`src/sv/bssfr_pkg.sv`:
```
// ----------------------------------------------------------------------------
// bssfr_pkg
// Shared types and constants of the bit-slip sync frame receiver.
// ----------------------------------------------------------------------------
package bssfr_pkg;

   localparam logic [1:0] MODE_SEARCH = 2'd0;
   localparam logic [1:0] MODE_RECV   = 2'd1;
   localparam logic [1:0] MODE_HOLD   = 2'd2;

   localparam logic [7:0] HDR_BYTES        = 8'd2;
   localparam logic [7:0] MAX_LEN_DEFAULT  = 8'd130;
   localparam int unsigned NUM_PAT         = 8;

   // sync patterns per bit offset: preamble and sync in four history bytes
   localparam logic [15:0] PAT_HI [NUM_PAT] = '{
      16'hAAD3, 16'h5569, 16'hAAB4, 16'h555A,
      16'hAAAD, 16'h5556, 16'hAAAB, 16'h5555
   };
   localparam logic [15:0] PAT_LO [NUM_PAT] = '{
      16'h0091, 16'hC880, 16'hE440, 16'h7220,
      16'h3910, 16'h9C88, 16'h4E44, 16'hA722
   };
   localparam logic [2:0] PAT_CODE [NUM_PAT] = '{
      3'd0, 3'd7, 3'd6, 3'd5, 3'd4, 3'd3, 3'd2, 3'd1
   };

   typedef struct packed {
      logic       cmd;
      logic [7:0] rx_byte;
   } item_type;

   typedef struct packed {
      logic              [7:0] data_byte;
      logic              [7:0] byte_index;
      logic                    frame_done;
      logic                    frame_abort;
      logic signed       [2:0] bit_offset;
   } result_type;

endpackage

```
`src/sv/bssfr_in_stage.sv`:
```
// ----------------------------------------------------------------------------
// bssfr_in_stage
// Input register of the request channel; issues one request per cycle while the result register is free.
// ----------------------------------------------------------------------------
module bssfr_in_stage (
   input  logic                clock,
   input  logic                reset,
   input  logic                req_tvalid,
   output logic                req_tready,
   input  bssfr_pkg::item_type req_item,
   input  logic                out_free,
   output logic                fire,
   output bssfr_pkg::item_type item
);

   logic                vld_ff;
   logic                vld_in;
   bssfr_pkg::item_type item_ff;

   assign fire       = vld_ff && out_free;
   assign req_tready = !vld_ff || out_free;
   assign vld_in     = req_tready ? req_tvalid : vld_ff;
   assign item       = item_ff;

   always_ff @(posedge clock) begin
      if (reset) begin
         vld_ff <= 1'b0;
      end else begin
         vld_ff <= vld_in;
      end
   end

   always_ff @(posedge clock) begin
      if (req_tvalid && req_tready) begin
         item_ff <= req_item;
      end
   end

endmodule

```
`src/sv/bssfr_core.sv`:
```
// ----------------------------------------------------------------------------
// bssfr_core
// Sync search, bit realignment and frame length tracking, one request a cycle while the output stage is free.
// ----------------------------------------------------------------------------
module bssfr_core (
   input  logic                  clock,
   input  logic                  reset,
   input  logic                  csr_wr_en,
   input  logic [7:0]            csr_wr_data,
   input  logic                  fire,
   input  bssfr_pkg::item_type   item,
   output logic                  res_vld,
   output bssfr_pkg::result_type res
);

   logic [31:0] hist_ff,  hist_in;
   logic [1:0]  mode_ff,  mode_in;
   logic [2:0]  shift_ff, shift_in;
   logic [7:0]  cnt_ff,   cnt_in;
   logic [7:0]  flen_ff,  flen_in;
   logic [7:0]  max_len_ff;

   logic [31:0] hist_new;
   logic        found;
   logic [2:0]  found_code;
   logic [15:0] pair;
   logic [15:0] sh;
   logic [2:0]  lshift;
   logic        emit;
   logic [7:0]  emit_data;
   logic [7:0]  start_cnt;
   logic [7:0]  inc_cnt;

   assign hist_new = {hist_ff[23:0], item.rx_byte};
   assign pair     = {hist_ff[7:0], item.rx_byte};
   assign lshift   = 3'(4'd8 - {1'b0, shift_ff});
   assign sh       = shift_ff[2] ? 16'(pair << lshift) : (pair >> shift_ff);

   always_comb begin
      found      = 1'b0;
      found_code = bssfr_pkg::PAT_CODE[0];
      for (int k = 1; k < bssfr_pkg::NUM_PAT; k++) begin
         if (!found && hist_new == {bssfr_pkg::PAT_HI[k], bssfr_pkg::PAT_LO[k]}) begin
            found      = 1'b1;
            found_code = bssfr_pkg::PAT_CODE[k];
         end
      end
   end

   always_comb begin
      hist_in   = hist_ff;
      mode_in   = mode_ff;
      shift_in  = shift_ff;
      cnt_in    = cnt_ff;
      flen_in   = flen_ff;
      emit      = 1'b0;
      emit_data = item.rx_byte;
      start_cnt = cnt_ff;
      res_vld   = 1'b0;
      res       = '0;

      if (item.cmd) begin
         mode_in = bssfr_pkg::MODE_SEARCH;
         cnt_in  = '0;
      end else begin
         unique case (mode_ff)
            bssfr_pkg::MODE_SEARCH: begin
               hist_in = hist_new;
               if (hist_new[31:16] == bssfr_pkg::PAT_HI[0]
                   && hist_new[15:8] == bssfr_pkg::PAT_LO[0][7:0]) begin
                  shift_in  = bssfr_pkg::PAT_CODE[0];
                  mode_in   = bssfr_pkg::MODE_RECV;
                  emit      = 1'b1;
                  start_cnt = '0;
               end else if (found) begin
                  shift_in = found_code;
                  mode_in  = bssfr_pkg::MODE_RECV;
                  cnt_in   = '0;
               end
            end
            bssfr_pkg::MODE_RECV: begin
               emit = 1'b1;
               if (shift_ff != 3'd0) begin
                  emit_data = shift_ff[2] ? sh[15:8] : sh[7:0];
                  hist_in   = {sh, pair};
               end
            end
            default: begin
            end
         endcase
      end

      inc_cnt = start_cnt + 8'd1;
      if (emit) begin
         res_vld          = 1'b1;
         res.data_byte    = emit_data;
         res.byte_index   = start_cnt;
         res.bit_offset   = shift_in;
         cnt_in           = inc_cnt;
         if (inc_cnt == bssfr_pkg::HDR_BYTES) begin
            flen_in = emit_data;
            if (emit_data <= bssfr_pkg::HDR_BYTES || emit_data > max_len_ff) begin
               res.frame_abort = 1'b1;
               cnt_in          = '0;
               mode_in         = bssfr_pkg::MODE_SEARCH;
            end
         end else if (inc_cnt > bssfr_pkg::HDR_BYTES && inc_cnt == flen_ff) begin
            res.frame_done = 1'b1;
            mode_in        = bssfr_pkg::MODE_HOLD;
         end
      end
   end

   always_ff @(posedge clock) begin
      if (reset) begin
         hist_ff    <= '0;
         mode_ff    <= bssfr_pkg::MODE_SEARCH;
         shift_ff   <= '0;
         cnt_ff     <= '0;
         flen_ff    <= '0;
         max_len_ff <= bssfr_pkg::MAX_LEN_DEFAULT;
      end else begin
         if (fire) begin
            hist_ff  <= hist_in;
            mode_ff  <= mode_in;
            shift_ff <= shift_in;
            cnt_ff   <= cnt_in;
            flen_ff  <= flen_in;
         end
         if (csr_wr_en) begin
            max_len_ff <= csr_wr_data;
         end
      end
   end

endmodule

```
`src/sv/bssfr_out_stage.sv`:
```
// ----------------------------------------------------------------------------
// bssfr_out_stage
// Result register of the response channel.
// ----------------------------------------------------------------------------
module bssfr_out_stage (
   input  logic                  clock,
   input  logic                  reset,
   input  logic                  fire,
   input  logic                  res_vld,
   input  bssfr_pkg::result_type res,
   output logic                  out_free,
   output logic                  rsp_tvalid,
   input  logic                  rsp_tready,
   output bssfr_pkg::result_type rsp_res
);

   logic                  vld_ff;
   logic                  vld_in;
   bssfr_pkg::result_type res_ff;

   assign out_free   = !vld_ff || rsp_tready;
   assign vld_in     = fire ? res_vld : (vld_ff && !rsp_tready);
   assign rsp_tvalid = vld_ff;
   assign rsp_res    = res_ff;

   always_ff @(posedge clock) begin
      if (reset) begin
         vld_ff <= 1'b0;
      end else begin
         vld_ff <= vld_in;
      end
   end

   always_ff @(posedge clock) begin
      if (fire && res_vld) begin
         res_ff <= res;
      end
   end

endmodule

```
`src/sv/bit_slip_sync_frame_receiver_unit.sv`:
```
// ----------------------------------------------------------------------------
// bit_slip_sync_frame_receiver_unit
// Finds preamble and sync at any bit offset and emits the realigned frame.
// ----------------------------------------------------------------------------
// Takes one request per clock while no response waits. A request is held in
// the input register after acceptance; its response is valid on the port once
// it has passed the core logic and the result register has loaded.
// The rate is one byte per cycle when no response waits, set by the single pass
// of search, realign and length check logic between the two registers. A
// waiting response holds back the request in the input register, including one
// that gives no response (search, hold, restart), so the input stalls once the
// input register is full. Length checks use csr max_frame_len (reset 130), which
// the user must write only when idle; the block itself does not enforce this.
module bit_slip_sync_frame_receiver_unit (
   input  logic        clock,
   input  logic        reset,
   input  logic        csr_wr_en,
   input  logic [7:0]  csr_wr_data,   // max_frame_len
   input  logic        req_tvalid,
   output logic        req_tready,
   input  logic [7:0]  req_tdata,     // [7:0] rx_byte
   input  logic        req_tuser,     // [0] cmd
   output logic        rsp_tvalid,
   input  logic        rsp_tready,
   output logic [23:0] rsp_tdata,     // [7:0] data_byte, [15:8] byte_index,
                                      // [18:16] bit_offset, [23:19] zero
   output logic        rsp_tlast,     // frame_done
   output logic        rsp_tuser      // [0] frame_abort
);

   bssfr_pkg::item_type   req_item;
   bssfr_pkg::item_type   item;
   bssfr_pkg::result_type res;
   bssfr_pkg::result_type rsp_res;
   logic                  out_free;
   logic                  fire;
   logic                  res_vld;

   assign req_item.cmd     = req_tuser;
   assign req_item.rx_byte = req_tdata;

   bssfr_in_stage u_in (
      .clock      (clock),
      .reset      (reset),
      .req_tvalid (req_tvalid),
      .req_tready (req_tready),
      .req_item   (req_item),
      .out_free   (out_free),
      .fire       (fire),
      .item       (item)
   );

   bssfr_core u_core (
      .clock       (clock),
      .reset       (reset),
      .csr_wr_en   (csr_wr_en),
      .csr_wr_data (csr_wr_data),
      .fire        (fire),
      .item        (item),
      .res_vld     (res_vld),
      .res         (res)
   );

   bssfr_out_stage u_out (
      .clock      (clock),
      .reset      (reset),
      .fire       (fire),
      .res_vld    (res_vld),
      .res        (res),
      .out_free   (out_free),
      .rsp_tvalid (rsp_tvalid),
      .rsp_tready (rsp_tready),
      .rsp_res    (rsp_res)
   );

   assign rsp_tdata = {5'd0, rsp_res.bit_offset, rsp_res.byte_index, rsp_res.data_byte};
   assign rsp_tlast = rsp_res.frame_done;
   assign rsp_tuser = rsp_res.frame_abort;

endmodule

```
`config.mk`:
```
export PLATFORM = sky130hd
export DESIGN_NAME = bit_slip_sync_frame_receiver_unit
export DESIGN_NICKNAME = d
export VERILOG_FILES = /design/src/sv/bssfr_pkg.sv /design/src/sv/bssfr_in_stage.sv /design/src/sv/bssfr_core.sv /design/src/sv/bssfr_out_stage.sv /design/src/sv/bit_slip_sync_frame_receiver_unit.sv
export SDC_FILE = /design/constraint.sdc
export NUM_CORES = 1
export LEC_CHECK = 0
export BUFFER_PORTS_ARGS = -buffer_cell sky130_fd_sc_hd__buf_4
export CORE_UTILIZATION = 50
export DETAILED_ROUTE_END_ITERATION = 16
export PLACE_DENSITY = 0.7
export SETUP_SLACK_MARGIN = 0.5
export SLEW_MARGIN = 20
export SYNTH_ARGS = -nofsm -noshare
export SYNTH_HDL_FRONTEND = slang
export SYNTH_SLANG_ARGS = --single-unit
```
`constraint.sdc`:
```
create_clock -name clock -period 4.9 [get_ports clock]
set_input_delay 0.49 -clock clock [delete_from_list [all_inputs] [get_ports clock]]
set_output_delay 0.49 -clock clock [all_outputs]
set_load 0.005 [all_outputs]
```
# ---- After elaboration in Yosys (flattened, before gate mapping)
# Cells that the tools add are included.
dict set report totals {
  reg_bits 85
  inputBits 22
  output_inout_bits 28
  wordCells 122
}
dict set report op_classes {
  add_sub_neg 2
  order_cmp 3
  n_eq_ne 14
  shift 2
  mux 50
  bitwise 2
  n_reduce_logical 34
}
# operator count
set op_table {}
lappend op_table {{32-bit by 31-bit == test with 1-bit output, second input constant} 4}
lappend op_table {{8-bit 2-to-1 mux} 14}
lappend op_table {{32-bit == test, second input constant} 3}
lappend op_table {{24-bit case mux with 2 select lines} 1}
lappend op_table {{3-bit 2-to-1 mux} 11}
lappend op_table {{24-bit 2-to-1 mux} 1}
lappend op_table {{16-bit == test, second input constant} 1}
lappend op_table {{16-bit 2-to-1 mux} 1}
lappend op_table {{2-bit 2-to-1 mux} 8}
lappend op_table {{16-bit by 3-bit left shift with 16-bit output} 1}
lappend op_table {{16-bit by 3-bit >> shifter with 16-bit output} 1}
lappend op_table {{1-bit 2-to-1 mux} 13}
lappend op_table {{1-bit logical AND} 12}
lappend op_table {{1-bit logical NOT} 9}
lappend op_table {{3-bit nonzero test} 3}
lappend op_table {{8-bit by 1-bit adder with 8-bit output, second input constant} 1}
lappend op_table {{8-bit by 2-bit == test with 1-bit output, second input constant} 1}
lappend op_table {{8-bit == test} 1}
lappend op_table {{8-bit == test, second input constant} 1}
lappend op_table {{8-bit by 2-bit > comparator with 1-bit output, second input constant} 1}
lappend op_table {{8-bit > comparator} 1}
lappend op_table {{8-bit by 2-bit less-or-equal comparator with 1-bit output, second input constant} 1}
lappend op_table {{4-bit AND reduction} 2}
lappend op_table {{1-bit logical OR} 3}
lappend op_table {{11 further kinds} 12}

# ---- Depth between registers and ports, before layout
# Gate-level depths: netlist (run 1).
dict set report depth {
  depth_word 27
  depth_mapped 18
  depth_no_buf 15
}

# ---- By module
# A second synthesis (run 1) with hierarchy kept.
dict set report hier_totals {
  cells_unflattened 653
  hier_area_um2 5886.9
}
# module n_inst cells_per_inst area_each_um2 seq_area_each_um2
set by_module_without_submodules {}
lappend by_module_without_submodules {bssfr_core 1 606 4822.1 1061.0}
lappend by_module_without_submodules {bssfr_out_stage 1 26 690.7 650.6}
lappend by_module_without_submodules {bssfr_in_stage 1 15 332.8 290.3}
lappend by_module_without_submodules {bit_slip_sync_frame_receiver_unit 1 6 41.3 0.0}

# ---- Worst setup path after synthesis (run 1)
# No wires, ideal clock.
dict set report synth_timing {
  kind {reg2reg}
  startpoint {register u_core.hist_ff[4]}
  endpoint {register u_core.cnt_ff[7]}
  setup_ps 120
  arrival_time_ps 3934
  required_ps 4780
  setup_slack_ps 846
  path_stages_with_launch 18
  path_buffers 3
  synth_period_minus_slack_ps 4054
  cell_sequence {dfxtp_1 -> buf_2 -> or3b_1 -> nand3b_1 -> or4_1 -> clkbuf_1 -> nand2_1 -> inv_1 -> ha_1 -> and3_1 -> clkbuf_1 -> a21o_1 -> a211o_1 -> or4b_1 -> a21boi_1 -> a21boi_4 -> nor4b_1 -> a211o_1}
}
dict set report synth_between {
  elab_cells_between_ends 53
  cone_classes {add/sub: 1; order compare: 2; eq/ne: 10; shift: 2; mux: 21; reduce/logical: 17}
}
# item line_no
set synth_rtl {}
lappend synth_rtl {{from (decl)} bssfr_core.sv:16} ;# logic [31:0] hist_ff, hist_in;
lappend synth_rtl {{from (signal assigned)} bssfr_core.sv:124} ;# hist_ff <= hist_in;
lappend synth_rtl {{8-bit == test *} bssfr_core.sv:70} ;# && hist_new[15:8] == bssfr_pkg::PAT_LO[0][7:0]) begin
lappend synth_rtl {{1-bit logical AND *} bssfr_core.sv:70}
lappend synth_rtl {{8-bit 2-to-1 mux *} bssfr_core.sv:69} ;# if (hist_new[31:16] == bssfr_pkg::PAT_HI[0]
lappend synth_rtl {{8-bit 2-to-1 mux *} bssfr_core.sv:66} ;# unique case (mode_ff)
lappend synth_rtl {{8-bit 2-to-1 mux *} bssfr_core.sv:62} ;# if (item.cmd) begin
lappend synth_rtl {{via u_core.start_cnt[1]} bssfr_core.sv:31} ;# logic [7:0] start_cnt;
lappend synth_rtl {{8-bit by 1-bit adder with 8-bit output *} bssfr_core.sv:93} ;# inc_cnt = start_cnt + 8'd1;
lappend synth_rtl {{8-bit by 2-bit == test with 1-bit output or 8-bit 2-to-1 mux (tied branches)} {bssfr_core.sv:100, bssfr_core.sv:102}}
lappend synth_rtl {{8-bit 2-to-1 mux *} bssfr_core.sv:100} ;# if (inc_cnt == bssfr_pkg::HDR_BYTES) begin
lappend synth_rtl {{8-bit 2-to-1 mux *} bssfr_core.sv:94} ;# if (emit) begin
lappend synth_rtl {{to (signal assigned)} bssfr_core.sv:127} ;# cnt_ff <= cnt_in;
lappend synth_rtl {{to (decl)} bssfr_core.sv:19} ;# logic [7:0] cnt_ff, cnt_in;
# Mark *: on every way through the listed nets, which the timed path passes. The rest lies on a longest branch.
# A chain may end at the register's enable or synchronous reset.

# ---- Worst setup path after layout (run 1)
dict set report layout_timing {
  startpoint {register u_core.hist_ff[1]}
  endpoint {register u_core.mode_ff[0]}
}
dict set report layout_between {
  elab_cells_between_ends 57
  cone_classes {add/sub: 1; order compare: 3; eq/ne: 10; shift: 2; mux: 26; reduce/logical: 15}
}
# item line_no
set layout_rtl {}
lappend layout_rtl {{8-bit == test *} bssfr_core.sv:70}
lappend layout_rtl {{1-bit logical AND *} bssfr_core.sv:70}
lappend layout_rtl {{8-bit 2-to-1 mux *} bssfr_core.sv:69}
lappend layout_rtl {{8-bit 2-to-1 mux *} bssfr_core.sv:66}
lappend layout_rtl {{8-bit 2-to-1 mux *} bssfr_core.sv:62}
lappend layout_rtl {{via u_core.start_cnt[1]} bssfr_core.sv:31}
lappend layout_rtl {{8-bit by 1-bit adder with 8-bit output *} bssfr_core.sv:93}
lappend layout_rtl {{8-bit by 2-bit > comparator with 1-bit output or 8-bit == test (tied branches)} bssfr_core.sv:107} ;# end else if (inc_cnt > bssfr_pkg::HDR_BYTES && inc_cnt == flen_ff) begin
lappend layout_rtl {{1-bit logical AND} bssfr_core.sv:107}
lappend layout_rtl {{2-bit 2-to-1 mux} bssfr_core.sv:107}
lappend layout_rtl {{2-bit 2-to-1 mux *} bssfr_core.sv:100}
lappend layout_rtl {{2-bit 2-to-1 mux *} bssfr_core.sv:94}
lappend layout_rtl {{to (signal assigned)} bssfr_core.sv:117} ;# mode_ff <= bssfr_pkg::MODE_SEARCH;
lappend layout_rtl {{to (signal assigned)} bssfr_core.sv:125} ;# mode_ff <= mode_in;
lappend layout_rtl {{to (decl)} bssfr_core.sv:17} ;# logic [1:0] mode_ff, mode_in;
# Marks and branches as above.

==> metrics.yaml, run 1 <==
ys_types: 81
slew_viol_final: 0
num_io_pins: 50
synth_area_um2: 5678
multi_input_area_um2: 3387
reg2reg_from: "u_core.hist_ff[1]"
dieArea_um2: 11790
cts-htree-levels: 3
grt_pass1_wl_mm: 25.42
die_w_um: 108.6
clkTransAtPathRegs_ps: 70
min_to: "u_in.item[6]"
tns_ps: 0
holdPathStages: 1
cts_sinks: 85
drt-total-wl_mm: 16.16
timing.final.crit_period_ps: 4240
routedWlPerCell_um: 19.68
tightest_slew_ps: 1011
num-nets-final: 711
yosys_warnings: 0
grt_usage_pct: 28.70
synth_area_leaders: "dfxtp_1, edfxtp_1, mux4_2"
cts_tree: "built"
core_area_um2: 10940
gp_congestion: 0.9030
syn_inst: 654
required_ps: 5160
period_share_pct: 86.52
holdWs_ps: 309.8
ff2ff_path_depth: 14
cts_buffer_depth: 2
clock_skew_ps: 9.699
grt_start_max_net_pins: 50
hold_viol_final: 0
synth-seq-area-share_pct: 35.26
cp-end-kind: "flop"
antenna_left: 0
layout-drive-gt1-share_pct: 19.09
final_common_cell: "nand2_1"
layout_setup_ws_ps: 660.3
vias: 5081
power.density_nw_per_um2: 254.3
final_cell_mix: "nand2_1, nor2_1, buf_4, dfxtp_1, a21oi_1"
grt_pass1_vias: 4827
setup_viol: 0
avgViaCountPerCell: 6.189
synthArstFlopShare_pct: 0
maxCapViolCount: 0
dp_slack_ps: 473.1
port_buffers: 44
p_leak_nw: 2.470
num_antenna_cells: 0
start_util_pct: 51.92
grt_antenna_before_repair: 0
postSynthAreaPerCell_um2: 8.682
clk_latency_ps: 350
fillerInstances: 1013
grt-ovfl-total: 0
hold_start: "req_tdata[6]"
synth_top_area_share_pct: 19.39
cp.arrival_ps: 4500
max_freq_ghz: 0.2359
regArea_um2: 2007
cts_hold_buf: 0
path_max_fanout: 12
peakVddDrop_v: 0.0002078
rrSetupSlack_ps: 660
fp-row-count: 38
grt_setup_unrepaired: "false"
cts_made_buffers: 9
dp_hpwl_mm: 11.74
yosys.area.top_type: "dfxtp_1"
criticalPathCategory: "reg2reg"
drt_iter0_markers: 526
reg2reg_to: "u_core.mode_ff[0]"
synth_ff_type: "dfxtp_1"
route.detailed.drc: 0
hp-class: "in2reg"
firstDrtPassIters: 5
status: "completed"
cp-start-kind: "flop"
syn2layout_area_growth_pct: 13.29
root_buffer: "clkbuf_16"
power.total_w: 0.001636
synth_edf_count: 30
maxSlewHeadroom_pct: 32.42
die_height_um: 108.6
ys_seq_elements: 85
[cell usage after synthesis, types with 7 or more instances]
cell and count:
clkbuf_1 42, mux2i_1 23, edfxtp_1 30, nand3_1 18
dfxtp_1 55, inv_1 25, a31oi_1 7, a211oi_1 8
nand4_1 7, mux2_2 14, nor2b_1 19, ha_1 13
and2_1 10, o21ai_0 11, nor3_1 23, nand2_1 71
mux4_2 13, xnor2_1 8, a21oi_1 52, nor2_1 64
[repair_timing]
| action | in CTS | in global routing |
|---|---|---|
| endpoints found under the setup margin | 5 | 14 |
| resized for setup | 1 | 11 |
| cloned | 0 | 0 |
| hold endpoints to repair | 0 | 0 |
| buffers inserted | 0 | 3 |
| pin swaps | 0 | 1 |
[worst max-delay path by stage]
stage / from / end / slack, ps / cells after the start
detailed placement: u_core.hist_ff[4] / u_core.cnt_ff[5] / 470 / 14
CTS: u_core.hist_ff[4] / u_core.cnt_ff[5] / 600 / 14
finish: u_core.hist_ff[1] / u_core.mode_ff[0] / 660 / 14
floorplan: u_core.hist_ff[4] / u_core.cnt_ff[7] / 850 / 17
global route: u_core.hist_ff[1] / u_core.cnt_ff[7] / 500 / 14
global placement: u_core.hist_ff[4] / u_core.cnt_ff[5] / 620 / 14
[cell type report]
type	instances	area share, %
Multi-Input combinational cell	491	52.66
Sequential cell	85	31.20
Timing Repair Buffer	63	7.353
Clock buffer	10	3.890
Tap cell	140	2.723
Inverter	26	1.517
Clock inverter	6	0.6613
[metrics by stage]
stage / util (%) / instances / instance area [µm²]
3_3_place_gp: 55.60 / 802 / 6080
4_1_cts: 58.31 / 818 / 6376
2_1_floorplan: - / 658 / 5693
6_report: 58.82 / 821 / 6432
5_1_grt: 58.82 / 821 / 6432
3_5_place_dp: 55.60 / 802 / 6080
[sequential cells by signal (all words and copies together) (netlist names)]
register / count
u_core.max_len_ff: 8
u_core.shift_ff: 3
u_core.cnt_ff: 8
u_out.rsp_tvalid: 1
u_in.item: 9
u_core.mode_ff: 2
u_out.rsp_res: 21
u_in.vld_ff: 1
u_core.hist_ff: 24
u_core.flen_ff: 8
[metal layers]
layer  track usage, %  part of all wire (%)  vias to the layer above
met5                0                     0                        -
met4            11.58                   1.6                        0
met3            5.365                   5.6                       23
met2            49.28                    51                      188
met1            35.26                    42                     2440
li1                 -                     -                     2430
[where the power goes]
group	internal, W	switching (W)
logic	0.0000827	0.000102
registers	0.000743	0.0000319
clock network	0.000377	0.000299
total	0.00120	0.000433
[logic make-up (layout without fill, tap and decap cells)]
| family | after synthesis | in the layout | share of synthesized area (%) |
|---|---|---|---|
| AO/OA/AOI/OAI | 138 | 138 | 16.79 |
| XOR/XNOR | 10 | 10 | 1.543 |
| adder cells (fa/ha/maj) | 13 | 13 | 2.865 |
| buffers and inverters | 82 | 105 | 5.972 |
| flip-flops | 85 | 85 | 35.26 |
| multiplexers | 52 | 52 | 12.45 |
| other | 1 | 5 | 0.06605 |
| AND/OR/NAND/NOR | 273 | 273 | 25.06 |
[worst max-delay path, cell delays in order, from the launching register on]
cell,delay [ps]
dfxtp_2,390
or3b_4,430
nand3b_1,180
or4_4,610
nand2_2,120
inv_1,60
ha_1,260
and3_2,270
a21o_1,160
a211o_1,260
or4b_1,510
a21oi_1,160
nor4_1,100
or4_1,440
o31ai_2,200
No activity file was read; power rests on OpenSTA's default activity.
==> run 2: changes to the inputs <==
ABC_AREA = 1   (was not set)
CTS_CLUSTER_DIAMETER = 120   (was not set)
==> metrics.yaml, run 2 <==
max_freq_ghz: 0.2502
synth_fa_ha_area_share_pct: 3.035
final_cell_mix: "nand2_1, inv_1, nand3_1, a21oi_1, o21ai_0"
synth_area_leaders: "dfxtp_1, edfxtp_1, nand2_1"
syn2layout_area_growth_pct: 11.32
num_antenna_cells: 0
port_buffers: 44
cts-htree-levels: 3
postSynthAreaPerCell_um2: 6.979
min_to: "u_in.item[4]"
hp-class: "in2reg"
required_ps: 5170
synth_top_area_share_pct: 20.54
cts_hold_buf: 0
ff2ff_path_depth: 19
synth_compound_area_share_pct: 15.57
synthArstFlopShare_pct: 0
synth_area_um2: 5360
synthTopCellsByCount: "nand2_1, inv_1, nand3_1, a21oi_1, o21ai_0"
hold_start: "req_tdata[4]"
die_height_um: 105.5
core_area_um2: 10370
synth_ff_type: "dfxtp_1"
synth_top_family_by_area: "simple AND/OR/NAND/NOR gates"
reg2reg_from: "u_core.shift_ff[1]"
rrSetupSlack_ps: 900
period_share_pct: 81.56
antenna_left: 0
synth_mux_area_share_pct: 0
peakVddDrop_v: 0.0001799
grt_usage_pct: 29.43
maxSlewHeadroom_pct: 32.89
dieArea_um2: 11140
power.density_nw_per_um2: 264.6
path_max_fanout: 19
slowest_stage: "dfxtp_1"
cp.arrival_ps: 4270
ys_types: 41
grt_antenna_before_repair: 0
criticalPathCategory: "reg2reg"
die_w_um: 105.5
largest_register: "u_core.hist_ff"
power.total_w: 0.001579
slew_viol_final: 0
vias: 5349
grt_start_max_net_pins: 46
route.detailed.drc: 0
fp-row-count: 37
grt_pass1_vias: 4977
num_io_pins: 50
tns_ps: 0
routedWlPerCell_um: 16.62
cts_buffer_depth: 2
cts_tree: "built"
ys_seq_elements: 85
clkTransAtPathRegs_ps: 90
grt-ovfl-total: 0
dp_hpwl_mm: 11.88
yosys_warnings: 0
synth_xor_area_share_pct: 0.3268
timing.final.crit_period_ps: 3996
holdPathStages: 1
clock_skew_ps: 12.17
hold_viol_final: 0
maxCapViolCount: 0
cp_top_family: "compound AO/OA/AOI/OAI gates"
syn_inst: 768
layout-drive-gt1-share_pct: 13.90
p_leak_nw: 2.526
firstDrtPassIters: 6
synth_simple_gate_area_share_pct: 33.15
num-nets-final: 836
drt_iter0_markers: 510
avgViaCountPerCell: 5.678
cp_common_cell: "nand2_1"
largest_reg_flops: 24
final_common_cell: "nand2_1"
grt_pass1_wl_mm: 25.24
synth_edf_count: 30
cp-end-kind: "flop"
clk_latency_ps: 390
reg2reg_to: "u_core.mode_ff[0]"
tightest_slew_ps: 1000
cp-start-kind: "flop"
cts_made_buffers: 9
critPathBufInv: 4
slowest_delay_ps: 540
setup_viol: 0
gp_congestion: 0.9666
cp_cell_sequence: "clkinv_1, ha_2, inv_1, o211ai_1, nand3_1, nand2_1, o21ai_0, inv_1, ha_1, a21oi_1, o21a_1, o221ai_1, o21ai_0, nand2_1, nand4_1, nand2_1, inv_1, nand2_1, a21oi_1"
synth-seq-area-share_pct: 37.35
fillerInstances: 988
cts_sinks: 85
drt-total-wl_mm: 15.66
root_buffer: "clkbuf_8"
yosys.area.top_type: "dfxtp_1"
grt_setup_unrepaired: "false"
status: "completed"
start_util_pct: 51.69
synth.most_common_cell: "nand2_1"
==> run 2: worst register-to-register path, delay by kind of cell, from the launching register on <==
family / cells / cell delay, ps
AOI/OAI and AO/OA: 7 / 1170
adders and majority gates: 2 / 820
buffers and inverters: 4 / 810
and+or+nand+nor: 6 / 570
DFF: 1 / 540
==> run 2: cell type report <==
type | count | area [µm²] | share of cell area, %
clock buffer | 10 | 148.9 | 2.495
inverter | 103 | 386.6 | 6.479
multi-input combinational | 553 | 2816 | 47.20
sequential | 85 | 2002 | 33.55
timing repair buffer | 49 | 367.9 | 6.165
clock inverter | 6 | 75.07 | 1.258
tap | 136 | 170.2 | 2.852
==> run 2: repair_timing <==
item,4_1_cts,5_1_grt
setup buffers,0,0
resized for setup,0,4
setup endpoints to repair,0,5
==> run 2: cells by family (layout without fill, tap and decap cells) <==
family                     after synthesis  after routing
DFF                                     85             85
other                                    1              5
adders and majority gates               13             13
buffers and inverters                  134            168
and+or+nand+nor                        381            381
xor gates and xnor gates                 2              2
AOI/OAI and AO/OA                      152            152
==> run 2: how the worst max path moves through the flow <==
stage | from | depth (start not counted) | to | slack (ps)
after global routing | u_core.shift_ff[1] | 19 | u_core.mode_ff[0] | 660
after CTS | u_core.shift_ff[1] | 18 | u_core.mode_ff[0] | 770
final | u_core.shift_ff[1] | 19 | u_core.mode_ff[0] | 900
after global placement | u_core.shift_ff[1] | 19 | u_core.mode_ff[0] | 1010
after detailed placement | u_core.shift_ff[1] | 18 | u_core.mode_ff[0] | 800
after floorplan | u_core.shift_ff[0] | 22 | u_core.mode_ff[0] | 1740
==> run 2: per-layer routing <==
layer	GRT usage (%)	vias to the layer above	routed length [µm]
li1	-	2624	-
met1	39.91	2426	6831
met2	45.96	266	7031
met3	5.195	33	1319
met4	12.90	0	473
met5	0	-	0
==> run 2: stage by stage <==
step	instance area [µm²]	hold WS, ps	setup slack [ps]	util (%)	cells
finish	5967	273.5	903.6	57.54	942
CTS	5964	266.8	770.9	57.52	942
global route	5967	268.4	661.4	57.54	942
global placement	5741	459.4	1006	55.36	926
floorplan	5375	436.9	1737	-	772
detailed placement	5741	457.5	804.4	55.36	926
==> run 2: power breakdown <==
group / switching [W] / total, W / internal [W]
sequential: 0.0000266 / 0.000775 / 0.000749
combinational: 0.000161 / 0.000237 / 0.0000751
clock: 0.000293 / 0.000567 / 0.000274
